**src/hw/rtl/hds_pkg.sv**
```systemverilog
// hds_pkg: shared types, register codes, reset values and helpers for the
// heat-diffusion stencil block. No dependencies.
`default_nettype none

package hds_pkg;

    localparam int HDS_MAX_WIDTH  = 1024;
    localparam int HDS_MAX_HEIGHT = 1024;
    localparam int HDS_TEMP_BITS  = 16;

    localparam int CFG_ADDR_W = 2;
    localparam int CFG_DATA_W = 16;
    localparam int SIZE_W     = 11;
    localparam int COEF_W     = 16;
    localparam int MIN_SIZE   = 3;

    typedef enum logic [CFG_ADDR_W-1:0] {
        CFG_DIFFUSION_RATE = 2'd0,
        CFG_COOLING_FACTOR = 2'd1,
        CFG_GRID_HEIGHT    = 2'd2,
        CFG_GRID_WIDTH     = 2'd3
    } t_cfg_reg;

    localparam logic [COEF_W-1:0] RST_DIFFUSION_RATE = 16'd16384;
    localparam logic [COEF_W-1:0] RST_COOLING_FACTOR = 16'hFFFF;
    localparam logic [SIZE_W-1:0] RST_GRID_SIZE      = 11'd64;

    typedef enum logic [3:0] {
        ST_IDLE,
        ST_READ,
        ST_FETCH,
        ST_DIFF,
        ST_MUL_A,
        ST_SUM,
        ST_MUL_C,
        ST_EMIT_UP,
        ST_MUL_S,
        ST_EMIT_SELF
    } t_state;

    typedef enum logic [1:0] {
        MUL_ALPHA,
        MUL_COOL_TMP,
        MUL_COOL_CUR
    } t_mul_sel;

    typedef struct packed {
        logic     capture;     // take the input beat, advance position
        logic     fetch;       // latch line reads, write lines back
        logic     diff;        // latch neighbor mean minus center
        logic     tmp_from_v;  // border cell: skip diffusion
        logic     sum;         // latch saturated center plus delta
        logic     mul_en;
        t_mul_sel mul_sel;
        logic     load_up;     // load cell one row above into output
        logic     load_self;   // load own cooled cell into output
    } t_cmd;

    typedef struct packed {
        logic row_gt0;
        logic interior;
        logic last_row;
        logic out_free;
    } t_stat;

    // clamp a programmed grid size into [MIN_SIZE, hi]
    function automatic logic [31:0] f_clamp_size(input logic [SIZE_W-1:0] v,
                                                 input int unsigned hi);
        logic [31:0] x;
        x = 32'(v);
        if (x < 32'(MIN_SIZE)) begin
            return 32'(MIN_SIZE);
        end else if (x > hi) begin
            return hi;
        end
        return x;
    endfunction

endpackage

`default_nettype wire

```
**src/hw/rtl/hds_ctrl.sv**
```systemverilog
// hds_ctrl: sequencer for one cell at a time; issues datapath commands.
// Depends on hds_pkg.
`default_nettype none

module hds_ctrl import hds_pkg::*; (
    input  wire logic  i_clk,
    input  wire logic  i_rst_n,
    input  wire logic  i_in_valid,
    output logic       o_in_ready,
    input  wire t_stat i_stat,
    output t_cmd       o_cmd
);

    t_state r_state, n_state;

    always_ff @(posedge i_clk) begin
        if (!i_rst_n) begin
            r_state <= ST_IDLE;
        end else begin
            r_state <= n_state;
        end
    end

    always_comb begin
        n_state = r_state;
        unique case (r_state)
            ST_IDLE:      if (i_in_valid) n_state = ST_READ;
            ST_READ:      n_state = ST_FETCH;
            ST_FETCH:     n_state = i_stat.row_gt0 ? ST_DIFF : ST_IDLE;
            ST_DIFF:      n_state = i_stat.interior ? ST_MUL_A : ST_MUL_C;
            ST_MUL_A:     n_state = ST_SUM;
            ST_SUM:       n_state = ST_MUL_C;
            ST_MUL_C:     n_state = ST_EMIT_UP;
            ST_EMIT_UP: begin
                if (i_stat.out_free) begin
                    n_state = i_stat.last_row ? ST_MUL_S : ST_IDLE;
                end
            end
            ST_MUL_S:     n_state = ST_EMIT_SELF;
            ST_EMIT_SELF: if (i_stat.out_free) n_state = ST_IDLE;
            default:      n_state = ST_IDLE;
        endcase
    end

    always_comb begin
        o_cmd      = '0;
        o_in_ready = 1'b0;
        unique case (r_state)
            ST_IDLE: begin
                o_in_ready    = 1'b1;
                o_cmd.capture = i_in_valid;
            end
            ST_READ: begin
                o_cmd = '0;
            end
            ST_FETCH: begin
                o_cmd.fetch = 1'b1;
            end
            ST_DIFF: begin
                o_cmd.diff       = 1'b1;
                o_cmd.tmp_from_v = !i_stat.interior;
            end
            ST_MUL_A: begin
                o_cmd.mul_en  = 1'b1;
                o_cmd.mul_sel = MUL_ALPHA;
            end
            ST_SUM: begin
                o_cmd.sum = 1'b1;
            end
            ST_MUL_C: begin
                o_cmd.mul_en  = 1'b1;
                o_cmd.mul_sel = MUL_COOL_TMP;
            end
            ST_EMIT_UP: begin
                o_cmd.load_up = i_stat.out_free;
            end
            ST_MUL_S: begin
                o_cmd.mul_en  = 1'b1;
                o_cmd.mul_sel = MUL_COOL_CUR;
            end
            ST_EMIT_SELF: begin
                o_cmd.load_self = i_stat.out_free;
            end
            default: begin
                o_cmd = '0;
            end
        endcase
    end

endmodule

`default_nettype wire

```
**config.mk**
```make
export PLATFORM = sky130hd
export DESIGN_NAME = hds_ctrl
export DESIGN_NICKNAME = d
export VERILOG_FILES = /design/src/hw/rtl/hds_pkg.sv /design/src/hw/rtl/hds_ctrl.sv
export SDC_FILE = /design/constraint.sdc
export NUM_CORES = 1
export LEC_CHECK = 0
export BUFFER_PORTS_ARGS = -buffer_cell sky130_fd_sc_hd__clkbuf_2
export CAP_MARGIN = 15
export CORE_AREA = 2 2 39 41
export DETAILED_ROUTE_END_ITERATION = 16
export DIE_AREA = 0 0 41 43
export MAX_ROUTING_LAYER = met4
export PLACE_DENSITY = 0.59
export SETUP_SLACK_MARGIN = 0.02
export SKIP_LAST_GASP = 1
export SLEW_MARGIN = 20
export SYNTH_ARGS = -nofsm -noshare
export SYNTH_HDL_FRONTEND = slang
export SYNTH_SLANG_ARGS = --single-unit
```
**constraint.sdc**
```tcl
create_clock -name i_clk -period 1.6 [get_ports i_clk]
set_clock_uncertainty 0.15 [all_clocks]
set_input_delay 0.08 -clock i_clk [delete_from_list [all_inputs] [get_ports i_clk]]
set_output_delay 0.08 -clock i_clk [all_outputs]
set_load 0.05 [all_outputs]
```
==> impl_metrics.toml <==
[layout]
drive_gt1_share_pct = 58.7
area_growth_pct = 69.3
layout.nets = 84
final_common_cell = "clkbuf_2"
largest_register_ffs = 4
n_antenna_cell = 0
final_cell_count_no_fill = 91
final_area_sq_um = 614
top_regs = "r_state (4)"
mostFrequentLayoutCells = "clkbuf_2, buf_4, nand2b_1"
post-route-util_pct = 44.4
top_register = "r_state"

[critical_path]
critical_path_class = "flop to primary output"
rr_endpoint = "r_state[0]"
worstReg2RegStart = "r_state[2]"
crit_required_ns = 1.37
rrSetupSlack_ns = 0.24
worstPathMaxFanout = 11
rr_worst_depth = 4
critical_path_arrival_ns = 1.29
cp-end-kind = "primary output"
startpoint_type = "flop"

[sta]
final.setup.worst_slack_ns = 0.0752
holdWs_ns = 0.0687
finalSetupViolCount = 0
fmax_mhz = 656
period_share_pct = 95.3
slew_headroom_pct = 81.7
rsz0062_at_grt = "yes"
worst_slew_pin_slew_ns = 0.275
finalHoldViolCount = 0
slew_viol_final = 0
tns_ns = 0
fin_crit_ns = 1.52

[floorplan]
fp-row-count = 14
die_height_microns = 43
initial_utilization_pct = 26.2
chipWidth_microns = 41
dieArea_sq_um = 1760
core_sq_um = 1380
ios = 18

[global_route]
grt_max_degree = 14
track_usage_pct = 10.5
grt_pass1_vias = 279
gr-total-overflow = 0
grt_antenna_before_repair = 0
grt_first_pass_wirelength_microns = 1190

[pwr]
ir_drop_v = 0.000293
p_int_mw = 0.271
clkPwrFrac_pct = 28.6
p_switching_mw = 0.154
p_seq_share_pct = 29.5
p_sw_share_pct = 36.3
power_density_nw_per_um2 = 691
finalPower_mw = 0.425
p_comb_share_pct = 41.8
leakagePower_nw = 0.272

[clock_tree]
clk_path_buf_depth = 2
htreeDepth = 1
cts_sinks = 4
tritoncts = "done"
cts_root_buffer = "clkbuf_4"
insertion_delay_ns = 0.23
numCtsBuffers = 3
cts.clk_slew.worst_paths_ns = 0.04

[yosys]
yosysWarnings = 0
synth_flop_cell = "dfxtp_1"
synth_cell_types = 24
avgSynthCellArea_sq_um = 7.41
syn_area_sq_um = 363
ys_ff_latch = 4
synth.net_count = 56
synth_cells = 49
yosysTopAreaCell = "dfxtp_1"
synth-seq-area-share_pct = 22.1
async_reset_ff_share_pct = 0
yosysTopAreaCellShare_pct = 22.1
synth-edff-count = 0
yosys-top-cells-area = "dfxtp_1, nand2b_1, nor3_1"

[drt]
vias = 442
wire_per_inst_microns = 9.60
drt_iter0_drc = 6
ant_nets = 0
dr.pass1.iters = 4
routed_wl_microns = 874
drc = 0
via_per_inst = 4.86

[outcome]
status = "finished, final reports clean"

[run]
maxCapViolCount = 0

[placed_design]
placed_cell_area_sq_um = 517
place_hpwl_microns = 647
gp_congestion = 0.736
pre_cts_ws_ns = 0.0894
dp_cells = 83
port_buffers = 17

[worst_hold_path]
min_from = "i_stat[3]"
hold_end = "r_state[1]"
holdPathStages = 4
holdCritPathClass = "input pin to flop"
-- critical path, stage by stage, from the launching register on --
cell     delay, ns
dfxtp_2       0.38
and2b_1       0.24
nand2_1       0.09
nor2_2        0.10
buf_2         0.26
-- area by class of cell --
class	instances	area (sq um)
multi-input combinational	41	297
fill	141	769
clock buffer	3	22.5
tap	16	20.0
sequential	4	92.6
timing repair buffer	27	183
-- per-layer routing --
layer / wire (microns) / GRT usage [%]
met3: 51 / 6.28
met4: 0 / 6.00
met1: 421 / 12.9
met2: 402 / 12.8
met5: 0 / -
-- power groups by stage --
| stage | clock network, mW | logic, mW | registers [mW] |
|---|---|---|---|
| after floorplan | 0 | 0.121 | 0.117 |
| after global placement | 0 | 0.146 | 0.131 |
| after detailed placement | 0 | 0.146 | 0.131 |
| after CTS | 0.129 | 0.155 | 0.130 |
| after global routing | 0.139 | 0.190 | 0.127 |
| final | 0.122 | 0.178 | 0.125 |
-- repair_timing --
action                                  4_1_cts  5_1_grt
hold buffers                                  2        0
endpoints found under the hold margin         4        0
buffers inserted                              0        3
pin swaps                                     0        2
endpoints found under the setup margin       11       10
resized for setup                             7       12
-- kinds of logic after synthesis --
logic type	Yosys count	synth area share (%)
muxes	1	2.76
DFF	4	22.1
buffers and inverters	4	9.65
and+or+nand+nor	31	48.6
AOI/OAI and AO/OA	9	16.9
-- Yosys cell counts, drive strengths merged (2+ instances only) --
master  count
nor4        2
nor3        5
dfxtp       4
nor2        6
nand2b      6
buf         4
nand2       5
and2        2
a21oi       3
-- worst max-delay path by stage --
stage	startpoint	end	slack [ns]	cells past startpoint
after floorplan	r_state[1]	o_cmd[9]	-0.30	3
after global placement	r_state[1]	r_state[0]	0.10	4
after detailed placement	r_state[1]	o_cmd[1]	0.09	4
after CTS	r_state[1]	o_cmd[1]	-0.0002	4
after global routing	r_state[3]	o_cmd[1]	-0.01	4
final	r_state[3]	o_cmd[1]	0.08	4
(Power assumes the default switching activity.)
